--- src/design/assert_macros.svh ---
// assertion macros shared by the spectrum smoother rtl
`ifndef ASSERT_MACROS_SVH
`define ASSERT_MACROS_SVH

// property must hold at every clock edge outside reset
`define SBSPH_ASSERT(lbl, clk, rst, prop, msg) \
   lbl: assert property (@(posedge clk) disable iff (rst) prop) else $error(msg);

// expression must never be true outside reset
`define SBSPH_NEVER(lbl, clk, rst, expr, msg) \
   lbl: assert property (@(posedge clk) disable iff (rst) !(expr)) else $error(msg);

`endif

--- src/design/sbsph_pkg.sv ---
// shared types and constants of the spectrum bin smoother
`default_nettype none

package sbsph_pkg;

   localparam int RSSI_LOW   = -100;
   localparam int RSSI_HIGH  = -30;
   localparam int RSSI_SPAN  = RSSI_HIGH - RSSI_LOW;

   localparam logic signed [7:0] BEST_RESET = -8'sd127;

   localparam int GAIN_W     = 9;
   localparam int DECAY_W    = 8;
   localparam logic [GAIN_W-1:0] GAIN_UNITY = 9'd256;

   localparam logic [GAIN_W-1:0]  ATTACK_RESET  = 9'd102;
   localparam logic [GAIN_W-1:0]  RELEASE_RESET = 9'd36;
   localparam logic [DECAY_W-1:0] DECAY_RESET   = 8'd2;

   localparam int CSR_ADDR_W = 4;
   localparam int CSR_DATA_W = 32;

   localparam logic [1:0] REG_ATTACK_GAIN  = 2'd0;
   localparam logic [1:0] REG_RELEASE_GAIN = 2'd1;
   localparam logic [1:0] REG_PEAK_DECAY   = 2'd2;

   typedef struct packed {
      logic [GAIN_W-1:0]  attack_gain;
      logic [GAIN_W-1:0]  release_gain;
      logic [DECAY_W-1:0] peak_decay_step;
   } csr_cfg_type;

   typedef struct packed {
      logic [15:0] smoothed;
      logic [7:0]  peak;
   } bin_state_type;

endpackage

`default_nettype wire

--- src/design/sbsph_csr.sv ---
// configuration register file behind the apb-style port
`default_nettype none

module sbsph_csr (
   input  wire logic                               clock,
   input  wire logic                               reset,
   input  wire logic                               csr_psel,
   input  wire logic                               csr_penable,
   input  wire logic                               csr_pwrite,
   input  wire logic [sbsph_pkg::CSR_ADDR_W-1:0]   csr_paddr,
   input  wire logic [sbsph_pkg::CSR_DATA_W-1:0]   csr_pwdata,
   output logic      [sbsph_pkg::CSR_DATA_W-1:0]   csr_prdata,
   output logic                                    csr_pready,
   output sbsph_pkg::csr_cfg_type                  cfg
);

   sbsph_pkg::csr_cfg_type cfg_ff, cfg_in;
   logic [1:0] reg_sel;
   logic       wr_stb;

   assign reg_sel    = csr_paddr[3:2];
   assign csr_pready = 1'b1;
   assign wr_stb     = csr_psel && csr_penable && csr_pwrite && csr_pready;

   always_comb begin
      cfg_in = cfg_ff;
      if (wr_stb) begin
         case (reg_sel)
            sbsph_pkg::REG_ATTACK_GAIN:  cfg_in.attack_gain  = csr_pwdata[sbsph_pkg::GAIN_W-1:0];
            sbsph_pkg::REG_RELEASE_GAIN: cfg_in.release_gain = csr_pwdata[sbsph_pkg::GAIN_W-1:0];
            sbsph_pkg::REG_PEAK_DECAY:
               cfg_in.peak_decay_step = csr_pwdata[sbsph_pkg::DECAY_W-1:0];
            default: cfg_in = cfg_ff;
         endcase
      end
   end

   always_ff @(posedge clock) begin
      if (reset) begin
         cfg_ff.attack_gain     <= sbsph_pkg::ATTACK_RESET;
         cfg_ff.release_gain    <= sbsph_pkg::RELEASE_RESET;
         cfg_ff.peak_decay_step <= sbsph_pkg::DECAY_RESET;
      end else begin
         cfg_ff <= cfg_in;
      end
   end

   always_comb begin
      case (reg_sel)
         sbsph_pkg::REG_ATTACK_GAIN:
            csr_prdata = sbsph_pkg::CSR_DATA_W'(cfg_ff.attack_gain);
         sbsph_pkg::REG_RELEASE_GAIN:
            csr_prdata = sbsph_pkg::CSR_DATA_W'(cfg_ff.release_gain);
         sbsph_pkg::REG_PEAK_DECAY:
            csr_prdata = sbsph_pkg::CSR_DATA_W'(cfg_ff.peak_decay_step);
         default: csr_prdata = '0;
      endcase
   end

   assign cfg = cfg_ff;

endmodule

`default_nettype wire

--- src/design/sbsph_bin_mem.sv ---
// per-bin state memory with a clearing sweep after reset and on request
`default_nettype none

module sbsph_bin_mem #(
   parameter int NUM_BINS = 64,
   parameter int AW       = 6
) (
   input  wire logic                     clock,
   input  wire logic                     reset,
   input  wire logic                     clear_start,
   output logic                          clear_busy,
   input  wire logic                     rd_en,
   input  wire logic [AW-1:0]            rd_addr,
   output sbsph_pkg::bin_state_type      rd_data,
   input  wire logic                     wr_en,
   input  wire logic [AW-1:0]            wr_addr,
   input  wire sbsph_pkg::bin_state_type wr_data
);

   sbsph_pkg::bin_state_type mem [NUM_BINS];
   sbsph_pkg::bin_state_type rd_data_ff;
   logic          clr_busy_ff, clr_busy_in;
   logic [AW-1:0] clr_idx_ff, clr_idx_in;

   always_comb begin
      clr_busy_in = clr_busy_ff;
      clr_idx_in  = clr_idx_ff;
      if (clr_busy_ff) begin
         clr_idx_in = clr_idx_ff + 1'b1;
         if (clr_idx_ff == AW'(NUM_BINS - 1)) begin
            clr_busy_in = 1'b0;
            clr_idx_in  = '0;
         end
      end else if (clear_start) begin
         clr_busy_in = 1'b1;
         clr_idx_in  = '0;
      end
   end

   always_ff @(posedge clock) begin
      if (reset) begin
         clr_busy_ff <= 1'b1;
         clr_idx_ff  <= '0;
      end else begin
         clr_busy_ff <= clr_busy_in;
         clr_idx_ff  <= clr_idx_in;
      end
   end

   // single write port, sweep has priority (no samples enter while it runs)
   always_ff @(posedge clock) begin
      if (clr_busy_ff) begin
         mem[clr_idx_ff] <= '0;
      end else if (wr_en) begin
         mem[wr_addr] <= wr_data;
      end
   end

   always_ff @(posedge clock) begin
      if (rd_en) begin
         rd_data_ff <= mem[rd_addr];
      end
   end

   assign rd_data    = rd_data_ff;
   assign clear_busy = clr_busy_ff;

endmodule

`default_nettype wire

--- src/design/sbsph_bin_calc.sv ---
// height scaling, asymmetric smoothing, peak hold and color class of one bin
`default_nettype none

module sbsph_bin_calc #(
   parameter int FULL_HEIGHT = 200
) (
   input  wire logic signed [7:0]        rssi,
   input  wire sbsph_pkg::bin_state_type old_state,
   input  wire sbsph_pkg::csr_cfg_type   cfg,
   output sbsph_pkg::bin_state_type      new_state,
   output logic [7:0]                    bar,
   output logic [1:0]                    color
);

   localparam int HI_LEVEL = FULL_HEIGHT * 6 / 10;
   localparam int LO_LEVEL = FULL_HEIGHT * 3 / 10;

   logic [7:0] height_rom [sbsph_pkg::RSSI_SPAN + 1];

   for (genvar i = 0; i <= sbsph_pkg::RSSI_SPAN; i++) begin : g_height
      localparam int HeightVal = i * FULL_HEIGHT / sbsph_pkg::RSSI_SPAN;
      assign height_rom[i] = 8'(HeightVal);
   end

   logic signed [7:0]  rssi_c;
   logic signed [8:0]  offset_s;
   logic [6:0]         offset;
   logic [7:0]         height;
   logic [15:0]        target;
   logic [sbsph_pkg::GAIN_W-1:0] gain, gain_sat;
   logic signed [16:0] diff;
   logic signed [26:0] prod;
   logic signed [18:0] step;
   logic [19:0]        sum;
   logic [15:0]        sm_new;
   logic [16:0]        rounded;
   logic [7:0]         pk_new;

   always_comb begin
      if (rssi < 8'(sbsph_pkg::RSSI_LOW)) begin
         rssi_c = 8'(sbsph_pkg::RSSI_LOW);
      end else if (rssi > 8'(sbsph_pkg::RSSI_HIGH)) begin
         rssi_c = 8'(sbsph_pkg::RSSI_HIGH);
      end else begin
         rssi_c = rssi;
      end
   end

   assign offset_s = 9'(rssi_c) - 9'(sbsph_pkg::RSSI_LOW);
   assign offset   = offset_s[6:0];
   assign height   = height_rom[offset];
   assign target   = {height, 8'h00};

   // attack when rising, release otherwise; gains above unity act as unity
   assign gain     = (target > old_state.smoothed) ? cfg.attack_gain : cfg.release_gain;
   assign gain_sat = (gain > sbsph_pkg::GAIN_UNITY) ? sbsph_pkg::GAIN_UNITY : gain;

   assign diff = $signed({1'b0, target}) - $signed({1'b0, old_state.smoothed});
   assign prod = diff * $signed({1'b0, gain_sat});
   // dropping the low byte of a two's complement value floors toward minus infinity
   assign step = prod[26:8];
   assign sum  = {4'b0000, old_state.smoothed} + {step[18], step};

   always_comb begin
      if (sum[19]) begin
         sm_new = '0;
      end else if (sum[18:16] != 3'b000) begin
         sm_new = 16'hFFFF;
      end else begin
         sm_new = sum[15:0];
      end
   end

   assign rounded = {1'b0, sm_new} + 17'd128;
   assign bar     = (rounded[16]) ? 8'hFF : rounded[15:8];

   always_comb begin
      if (bar > old_state.peak) begin
         pk_new = bar;
      end else if (old_state.peak >= cfg.peak_decay_step) begin
         pk_new = old_state.peak - cfg.peak_decay_step;
      end else begin
         pk_new = '0;
      end
   end

   always_comb begin
      if (bar > 8'(HI_LEVEL)) begin
         color = 2'd2;
      end else if (bar > 8'(LO_LEVEL)) begin
         color = 2'd1;
      end else begin
         color = 2'd0;
      end
   end

   assign new_state.smoothed = sm_new;
   assign new_state.peak     = pk_new;

endmodule

`default_nettype wire

--- src/design/spectrum_bin_smoother_peak_hold.sv ---
// top level of the spectrum bin smoother with peak hold
// Takes one rssi beat per spectrum bin and returns one result beat per input
// beat: the bin's rounded smoothed bar height, its decaying peak hold, a
// three-level color class, and the strongest rssi of the frame so far with
// its bin (first bin to reach it wins). tlast on the input marks the last bin
// of a sweep; it is echoed on the result and resets the frame maximum after
// that beat. tuser = 1 is a clear command: all bins and the frame maximum go
// back to zero / -127 and the result beat reports that cleared state.
// Rate: one beat per clock sustained while results are taken and no clear
// command or sweep holds the input off. A sample beat enters the input
// register at its accept edge, where the bin state read from memory joins it,
// and moves to the result register once that is free. A result that is not
// taken holds the input register, and the input stalls once both are full.
// The per-bin state lives in a single-port-write, registered-read memory of
// NUM_BINS entries. After reset the memory is swept to zero, one entry per
// cycle, so req_tready stays low until all NUM_BINS entries (64 by default)
// are cleared. A clear command holds req_tready low while it sits in the input
// register and then for the whole sweep; the configuration port keeps working
// meanwhile.
// Configuration may only be written while no beat is in flight.
`default_nettype none

`include "assert_macros.svh"

module spectrum_bin_smoother_peak_hold #(
   parameter int NUM_BINS    = 64,   // 2 .. 64
   parameter int FULL_HEIGHT = 200   // 16 .. 255
) (
   input  wire logic                             clock,
   input  wire logic                             reset,
   // input stream
   input  wire logic                             req_tvalid,
   output logic                                  req_tready,
   input  wire logic [15:0]                      req_tdata,  // bin_index[5:0], rssi_dbm[13:6]
   input  wire logic                             req_tuser,  // command
   input  wire logic                             req_tlast,  // last_bin
   // result stream
   output logic                                  rsp_tvalid,
   input  wire logic                             rsp_tready,
   // bar_height[7:0], peak_height[15:8], color_level[17:16], best_bin[23:18], max_rssi[31:24]
   output logic [31:0]                           rsp_tdata,
   output logic                                  rsp_tlast,  // frame_done
   // configuration
   input  wire logic                             csr_psel,
   input  wire logic                             csr_penable,
   input  wire logic                             csr_pwrite,
   input  wire logic [sbsph_pkg::CSR_ADDR_W-1:0] csr_paddr,
   input  wire logic [sbsph_pkg::CSR_DATA_W-1:0] csr_pwdata,
   output logic      [sbsph_pkg::CSR_DATA_W-1:0] csr_prdata,
   output logic                                  csr_pready
);

   localparam int AW = (NUM_BINS > 2) ? $clog2(NUM_BINS) : 1;
   localparam int IW = (AW > 6) ? AW : 6;

   sbsph_pkg::csr_cfg_type   cfg;
   sbsph_pkg::bin_state_type rd_state, old_state, new_state;

   // input fields
   logic [5:0]        req_bin;
   logic signed [7:0] req_rssi;
   logic [IW-1:0]     req_bin_ext;
   logic [AW-1:0]     req_addr;
   logic              req_fire;

   // stage 1: accepted beat, memory read data arrives alongside
   logic              s1_valid_ff, s1_valid_in;
   logic              s1_cmd_ff;
   logic [5:0]        s1_bin_ff;
   logic signed [7:0] s1_rssi_ff;
   logic              s1_last_ff;
   logic              s1_adv;
   logic              s1_in_range;
   logic [IW-1:0]     s1_bin_ext;
   logic [AW-1:0]     s1_addr;

   // last memory write, forwarded to a beat that read the same bin at that edge
   logic              fwd_valid_ff, fwd_valid_in;
   logic [AW-1:0]     fwd_addr_ff;
   sbsph_pkg::bin_state_type fwd_data_ff;

   // frame maximum tracking
   logic signed [7:0] max_rssi_ff, max_rssi_in;
   logic [5:0]        best_bin_ff, best_bin_in;
   logic signed [7:0] max_rssi_now;
   logic [5:0]        best_bin_now;

   // result register
   logic              rsp_valid_ff, rsp_valid_in;
   logic [7:0]        rsp_bar_ff, rsp_peak_ff;
   logic [1:0]        rsp_color_ff;
   logic              rsp_last_ff;
   logic [5:0]        rsp_best_bin_ff;
   logic signed [7:0] rsp_max_rssi_ff;
   logic              out_free;

   logic [7:0]        calc_bar;
   logic [1:0]        calc_color;
   logic              mem_wr_en;
   logic              clear_start;
   logic              clear_busy;

   sbsph_csr u_csr (
      .clock       (clock),
      .reset       (reset),
      .csr_psel    (csr_psel),
      .csr_penable (csr_penable),
      .csr_pwrite  (csr_pwrite),
      .csr_paddr   (csr_paddr),
      .csr_pwdata  (csr_pwdata),
      .csr_prdata  (csr_prdata),
      .csr_pready  (csr_pready),
      .cfg         (cfg)
   );

   // unpack input beat
   assign req_bin     = req_tdata[5:0];
   assign req_rssi    = req_tdata[13:6];
   assign req_bin_ext = IW'(req_bin);
   assign req_addr    = req_bin_ext[AW-1:0];

   // handshake: hold off while sweeping, while a clear command waits to leave, and while a full stage cannot move on
   assign out_free   = !rsp_valid_ff || rsp_tready;
   assign req_tready = !clear_busy && (!s1_valid_ff || (out_free && !s1_cmd_ff));
   assign req_fire   = req_tvalid && req_tready;
   assign s1_adv     = s1_valid_ff && out_free;

   assign s1_bin_ext  = IW'(s1_bin_ff);
   assign s1_addr     = s1_bin_ext[AW-1:0];
   assign s1_in_range = (int'(s1_bin_ff) < NUM_BINS);

   assign clear_start = s1_adv && s1_cmd_ff;
   assign mem_wr_en   = s1_adv && !s1_cmd_ff && s1_in_range;

   sbsph_bin_mem #(
      .NUM_BINS (NUM_BINS),
      .AW       (AW)
   ) u_bin_mem (
      .clock       (clock),
      .reset       (reset),
      .clear_start (clear_start),
      .clear_busy  (clear_busy),
      .rd_en       (req_fire),
      .rd_addr     (req_addr),
      .rd_data     (rd_state),
      .wr_en       (mem_wr_en),
      .wr_addr     (s1_addr),
      .wr_data     (new_state)
   );

   // the write at the accept edge is not seen by the registered read
   assign old_state = (fwd_valid_ff && (fwd_addr_ff == s1_addr)) ? fwd_data_ff : rd_state;

   sbsph_bin_calc #(
      .FULL_HEIGHT (FULL_HEIGHT)
   ) u_bin_calc (
      .rssi      (s1_rssi_ff),
      .old_state (old_state),
      .cfg       (cfg),
      .new_state (new_state),
      .bar       (calc_bar),
      .color     (calc_color)
   );

   // strongest rssi of the frame including this beat
   always_comb begin
      if (s1_rssi_ff > max_rssi_ff) begin
         max_rssi_now = s1_rssi_ff;
         best_bin_now = s1_bin_ff;
      end else begin
         max_rssi_now = max_rssi_ff;
         best_bin_now = best_bin_ff;
      end
   end

   always_comb begin
      s1_valid_in  = s1_valid_ff;
      fwd_valid_in = fwd_valid_ff;
      max_rssi_in  = max_rssi_ff;
      best_bin_in  = best_bin_ff;
      rsp_valid_in = rsp_valid_ff;

      if (rsp_valid_ff && rsp_tready) begin
         rsp_valid_in = 1'b0;
      end
      if (s1_adv) begin
         s1_valid_in  = 1'b0;
         rsp_valid_in = 1'b1;
         if (s1_cmd_ff || s1_last_ff) begin
            max_rssi_in = sbsph_pkg::BEST_RESET;
            best_bin_in = '0;
         end else begin
            max_rssi_in = max_rssi_now;
            best_bin_in = best_bin_now;
         end
      end
      if (req_fire) begin
         s1_valid_in = 1'b1;
      end
      if (mem_wr_en) begin
         fwd_valid_in = 1'b1;
      end
      if (clear_busy) begin
         fwd_valid_in = 1'b0;
      end
   end

   always_ff @(posedge clock) begin
      if (reset) begin
         s1_valid_ff  <= 1'b0;
         fwd_valid_ff <= 1'b0;
         rsp_valid_ff <= 1'b0;
         max_rssi_ff  <= sbsph_pkg::BEST_RESET;
         best_bin_ff  <= '0;
      end else begin
         s1_valid_ff  <= s1_valid_in;
         fwd_valid_ff <= fwd_valid_in;
         rsp_valid_ff <= rsp_valid_in;
         max_rssi_ff  <= max_rssi_in;
         best_bin_ff  <= best_bin_in;
      end
   end

   // payload registers
   always_ff @(posedge clock) begin
      if (req_fire) begin
         s1_cmd_ff  <= req_tuser;
         s1_bin_ff  <= req_bin;
         s1_rssi_ff <= req_rssi;
         s1_last_ff <= req_tlast;
      end
      if (mem_wr_en) begin
         fwd_addr_ff <= s1_addr;
         fwd_data_ff <= new_state;
      end
      if (s1_adv) begin
         if (s1_cmd_ff) begin
            rsp_bar_ff      <= '0;
            rsp_peak_ff     <= '0;
            rsp_color_ff    <= '0;
            rsp_last_ff     <= 1'b0;
            rsp_best_bin_ff <= '0;
            rsp_max_rssi_ff <= sbsph_pkg::BEST_RESET;
         end else begin
            rsp_bar_ff      <= s1_in_range ? calc_bar : 8'd0;
            rsp_peak_ff     <= s1_in_range ? new_state.peak : 8'd0;
            rsp_color_ff    <= s1_in_range ? calc_color : 2'd0;
            rsp_last_ff     <= s1_last_ff;
            rsp_best_bin_ff <= best_bin_now;
            rsp_max_rssi_ff <= max_rssi_now;
         end
      end
   end

   assign rsp_tvalid = rsp_valid_ff;
   assign rsp_tlast  = rsp_last_ff;
   assign rsp_tdata  = {rsp_max_rssi_ff, rsp_best_bin_ff, rsp_color_ff, rsp_peak_ff, rsp_bar_ff};

   // no beat is taken in while the memory sweep runs
   `SBSPH_NEVER(a_no_accept_in_sweep, clock, reset, clear_busy && req_tready,
                "beat accepted during memory sweep")
   // the input stage is empty for the whole sweep
   `SBSPH_NEVER(a_stage_empty_in_sweep, clock, reset, clear_busy && s1_valid_ff,
                "stage busy during memory sweep")
   // a clear command leaving the stage starts the sweep
   `SBSPH_ASSERT(a_clear_starts_sweep, clock, reset, clear_start |=> clear_busy,
                 "clear did not start sweep")
   // a beat leaving the stage always lands in the result register
   `SBSPH_ASSERT(a_adv_fills_output, clock, reset, s1_adv |=> rsp_valid_ff, "result beat lost")
   // forwarding never survives a sweep
   `SBSPH_ASSERT(a_fwd_dropped_in_sweep, clock, reset, clear_busy |=> !fwd_valid_ff,
                 "stale forward after sweep")

endmodule

`default_nettype wire
--- config.mk ---
export PLATFORM = sky130hd
export DESIGN_NAME = spectrum_bin_smoother_peak_hold
export DESIGN_NICKNAME = d
export VERILOG_FILES = /design/src/design/sbsph_pkg.sv /design/src/design/sbsph_csr.sv /design/src/design/sbsph_bin_mem.sv /design/src/design/sbsph_bin_calc.sv /design/src/design/spectrum_bin_smoother_peak_hold.sv
export VERILOG_INCLUDE_DIRS = /design/src /design/src/design
export SDC_FILE = /design/constraint.sdc
export NUM_CORES = 2
export LEC_CHECK = 0
export BUFFER_PORTS_ARGS = -buffer_cell sky130_fd_sc_hd__buf_2
export CORE_UTILIZATION = 45
export DETAILED_ROUTE_END_ITERATION = 8
export GPL_ROUTABILITY_DRIVEN = 0
export HOLD_SLACK_MARGIN = 0.08
export PLACE_DENSITY = 0.58
export SLEW_MARGIN = 20
export SYNTH_ARGS = -nofsm -noshare
export SYNTH_HDL_FRONTEND = slang
export SYNTH_SLANG_ARGS = --single-unit
export TNS_END_PERCENT = 20
--- constraint.sdc ---
create_clock -name clock -period 29.8 [get_ports clock]
set_input_delay 1.49 -clock clock [delete_from_list [all_inputs] [get_ports clock]]
set_output_delay 1.49 -clock clock [all_outputs]
set_load 0.02 [all_outputs]
# After elaboration in Yosys (flattened, before gate mapping)
# Memories as Yosys holds them, arrays and structs flattened. A register that Yosys moved wholly into a read port is not among the register bits.
# Index checks and enable logic that the tools add are counted.
totals:
  out_inout_bits: 68
  register_bits: 129
  elab_cells: 113
  rom_bits: 1024
  mem_bits_rw: 1536
  mem_count: 2
classes:
  n_bitwise: 1
  n_lt_le_gt_ge: 10
  mul: 1
  n_addsub: 6
  eq_ne: 4
  mux: 37
  n_reduce_logical: 28
mem_list:
  columns: ["memory", "words", "word_bits", "read_ports", "rd_ports_with_merged_regs", "wr", "line_no", "text"]
  rows:
  - ["u_bin_mem.mem", 64, 24, 1, 1, 1, "sbsph_bin_mem.sv:20", "sbsph_pkg::bin_state_type mem [NUM_BINS];"]
  - ["(name not given)", 128, 8, 1, 0, 0, "sbsph_bin_calc.sv:51", "assign height = height_rom[offset];"]
ops:
  columns: ["cell", "count"]
  rows:
  - ["$mux W8", 7]
  - ["$mux W24", 2]
  - ["$mux W6", 6]
  - ["$mux W16", 2]
  - ["$mul A17 B10 Y27", 1]
  - ["$pmux W9 S3", 1]
  - ["$reduce_or A24 Y1", 1]
  - ["$add A17 B19 Y20", 1]
  - ["$mux W9", 2]
  - ["$add A16 B8 Y17 const B", 1]
  - ["$sub A16 B16 Y17", 1]
  - ["$gt A16 B16 Y1", 1]
  - ["$gt A8 B6 Y1 const B", 2]
  - ["$gt A8 B8 Y1", 2]
  - ["$mux W1", 14]
  - ["$mux W7", 2]
  - ["$logic_and A1 B1 Y1", 10]
  - ["$gt A9 B9 Y1 const B", 1]
  - ["$ge A8 B8 Y1", 1]
  - ["$ge A8 B8 Y1 const B", 1]
  - ["$gt A8 B7 Y1 const B", 1]
  - ["$lt A8 B8 Y1 const B", 1]
  - ["$not A7 Y8", 1]
  - ["$sub A8 B8 Y8", 1]
  - ["other kinds (14)", 24]

# Longest topological paths before layout
depth:
  depth_word: 22
  depth_mapped: 76
  mapped_depth_nobuf: 69

# Cells and area by module
# A second synthesis with hierarchy kept.
hier_totals:
  cells_unflattened: 4304
  area_unflattened_um2: 75020.7
by_module_without_submodules:
  columns: ["mod", "cells_per_inst", "n_inst", "area_each_um2"]
  rows:
  - ["sbsph_bin_mem", 2680, 1, 60179.0]
  - ["sbsph_bin_calc", 1201, 1, 9307.7]
  - ["spectrum_bin_smoother_peak_hold", 263, 1, 4071.4]
  - ["sbsph_csr", 160, 1, 1462.7]

# Worst setup path after synthesis
# Ideal clock, no wire load.
synth_path:
  path_type: "register to register"
  startpoint: "reg s1_rssi_ff[1]"
  endpoint: "mem u_bin_mem.mem[0][7] (netlist bit) (data pin)"
  setup_time_ns: 0.721
  stages_incl_launch_ff: 68
  slack_ns: 11.839
  arrival_ns: 17.240
  synth_period_minus_slack_ns: 17.961
  path_cell_list: "edfxtp_1 > a2111oi_0 > nor2_1 > nor2_1 > nand2_1 > nand2_1 > clkbuf_1 > ha_1 > xor2_1 > buf_1 > clkbuf_1 > a21oi_1 > a31oi_1 > o21ai_0 > a21oi_1 > ha_1 > clkbuf_1 > o21a_1 > [... 32 more ...] > a21oi_1 > nor2b_1 > nor2_1 > nand4b_1 > nand2_1 > a21oi_1 > ha_1 > inv_1 > a211oi_1 > a21bo_2 > and2_1 > ha_1 > nor2b_1 > o21ai_0 > or2_2 > a2bb2oi_1 > nand2_1 > a211oi_1"
synth_lines:
  columns: ["element", "line_no", "text"]
  rows:
  - ["from (decl)", "spectrum_bin_smoother_peak_hold.sv:70", "logic signed [7:0] s1_rssi_ff;"]
  - ["from (signal assigned)", "spectrum_bin_smoother_peak_hold.sv:229", "s1_rssi_ff <= req_rssi;"]
  - ["to (decl)", "sbsph_bin_mem.sv:20", null]

==> results.cfg <==
[worst_setup_path]
r2r_cells = 64
crit_type = reg -> reg
endpoint_kind = register
timing.rr.start = s1_rssi_ff[1]$_DFFE_PP_
startpoint_type = register
critPathMostFrequentCell = nand2_1
crit_path_start = s1_rssi_ff[1]$_DFFE_PP_
cpMaxStageDelayCell = a211oi_4
crit_fanout = 49
r2r_slack_ns = 9.95
crit_arrival_ns = 20.36
reg2reg_to = u_bin_mem.mem[30][7]$_DFFE_PP_
cp.required_ns = 30.31
slowest_delay_ns = 0.80

[clock_tree]
clk_latency_ns = 0.81
cts_resized = 0
cts_sinks = 1689
cts-root-buf = clkbuf_16
h-tree-depth = 4
clockBufferDepth = 3
cts_tree = done
cts_setup_buffers = 0
hold_buffers = 0
clkTransAtPathRegs_ns = 0.06
cts_buffers = 171

[detailed_routing]
post_drt_wl_per_cell_um = 29.0
antenna_left = 0
wirelength_um = 189000
drc = 0
vias_per_cell = 5.88
first_iter_violations = 3958
first_pass_iters = 5
vias = 38300

[synthesis]
async_flop_share = 0
synthTopCellsByCount = edfxtp_1, mux4_2, nor2_1
synth_flop_cell = edfxtp_1
synth.avg_cell_area_um2 = 18.3
netlist.top_cell.by_area = edfxtp_1
yosys_warnings = 0
synth_area_leaders = edfxtp_1, mux4_2, fa_1
synth_top_cell_area_share = 0.661
synth_edf_count = 1639
yosysMostFrequentCell = edfxtp_1
netlist_area_um2 = 74400
seq_area_frac_synth = 0.675
synth.distinct_cells = 97
ys_ff_latch = 1689
synthCells = 4058

[cells_and_area]
syn_to_final_growth_pct = 12.5
final_nets = 4516
drive_gt1_frac = 0.243
stdcell_area_um2 = 83800
fin_util = 0.512
num-fill-cells = 13000

[worst_hold_path]
hold_depth = 1
min_from = u_csr.cfg[13]$_SDFFE_PP1P_
min_to = u_csr.cfg[13]$_SDFFE_PP1P_
hp-class = reg -> reg

[pwr]
p_total_mw = 5.30
p_per_area_nw_per_um2 = 63.3
ir_drop_uv = 61.2
power_leakage_nw = 30.1

[sta]
setup_violations = 0
slew_headroom = 0.233
fin_crit_ns = 19.85
slew_violations = 0
fin_skew_ns = 0.0357
tns_ns = 0
hold_viol = 0
tightestPinTransition_ns = 1.15
fmax_mhz = 50.4
period_share = 0.666
rsz0062_at_grt = false
whs_ns = 0.498

[floorplanning]
die_y_um = 409
fp-row-count = 148
die_width_um = 409
start_util = 0.455
die-area_um2 = 167000
num_io_pins = 129
fp.coreArea_um2 = 164000

[outcome]
outcome = complete, no violations

[global_routing]
grt_pass1_vias = 38500
grt_use_total = 0.228
overflow = 0
grt_first_pass_wirelength_um = 274000
antenna_found_initial = 8
grt_start_max_net_pins = 121

[flow_run]
cap_violations = 0

[place]
place_area_um2 = 78200
dp_hpwl_um = 111000
portBuffers = 77
where the power goes:
group	switching (mW)	internal, mW
sequential	0.00356	2.60
combinational	0.393	0.232
clock	0.906	1.17
total	1.30	4.00
stage by stage:
stage / worst slack [ns] / cells
after floorplan: 11.84 / 4080
after global placement: 10.13 / 6198
after detailed placement: 10.00 / 6204
after CTS: 9.83 / 6512
after global routing: 8.40 / 6518
final: 9.95 / 6522
how the worst max path moves through the flow:
stage	end	slack (ns)	depth (start not counted)
global placement	u_bin_mem.mem[48][1]$_DFFE_PP_	10.13	62
CTS	u_bin_mem.mem[56][1]$_DFFE_PP_	9.83	62
floorplan	u_bin_mem.mem[0][7]$_DFFE_PP_	11.84	67
detailed placement	u_bin_mem.mem[51][1]$_DFFE_PP_	10.00	62
global route	u_bin_mem.mem[24][7]$_DFFE_PP_	8.40	62
finish	u_bin_mem.mem[30][7]$_DFFE_PP_	9.95	64
layout by cell type (no fill, tap or decap), drive strengths merged, types with 84 or more instances in the layout:
cell type	n
inv	215
fa	130
mux4	505
nand2	179
o21ai	84
edfxtp	1639
ha	117
buf	162
nor2	288
clkbuf	203
a21oi	94
area by class of cell:
cell class	count	area, um2	share of cell area
Multi-Input combinational cell	1978	23300	0.279
Clock buffer	202	4470	0.0534
Inverter	205	769	0.00919
Tap cell	2175	2720	0.0325
Timing Repair Buffer	163	1320	0.0157
Antenna cell	4	10.0	0.000120
Sequential cell	1689	50200	0.600
Clock inverter	106	901	0.0108
per-layer routing:
layer  wire length, um  track usage  share of wire
met1             82500        0.327           0.44
met4              4110       0.0593          0.022
met5                 0            0              0
met3             10500       0.0318          0.055
met2             92000        0.370           0.49
state kept, by name, indices dropped and copies added, names as in the netlist, 2 cells and up:
name,flops
u_bin_mem.mem,1536
u_csr.cfg,26
fwd_data_ff,24
u_bin_mem.rd_data,24
max_rssi_ff,8
rsp_bar_ff,8
rsp_max_rssi_ff,8
rsp_peak_ff,8
s1_rssi_ff,8
best_bin_ff,6
fwd_addr_ff,6
rsp_best_bin_ff,6
s1_addr,6
u_bin_mem.clr_idx_ff,6
rsp_color_ff,2
critical path: cells and delay by family (launching register included):
kind / cells / cell delay [ns]
adder cells (fa/ha/maj): 10 / 4.12
AND/OR/NAND/NOR: 22 / 4.95
flip-flops: 1 / 0.52
multiplexers: 2 / 1.33
AO/OA/AOI/OAI: 22 / 6.51
buffers and inverters: 7 / 1.86
XOR/XNOR: 1 / 0.21
cells by family (layout without fill, tap and decap cells):
| kind of cell | after synthesis | after routing | synth area share |
|---|---|---|---|
| DFF | 1689 | 1689 | 0.675 |
| xor gates and xnor gates | 73 | 73 | 0.00894 |
| AOI/OAI and AO/OA | 359 | 359 | 0.0330 |
| adders and majority gates | 247 | 247 | 0.0546 |
| muxes | 583 | 583 | 0.163 |
| other | 2 | 28 | 0.000101 |
| and+or+nand+nor | 692 | 692 | 0.0430 |
| buffers and inverters | 413 | 676 | 0.0221 |
(Power assumes the default switching activity.)
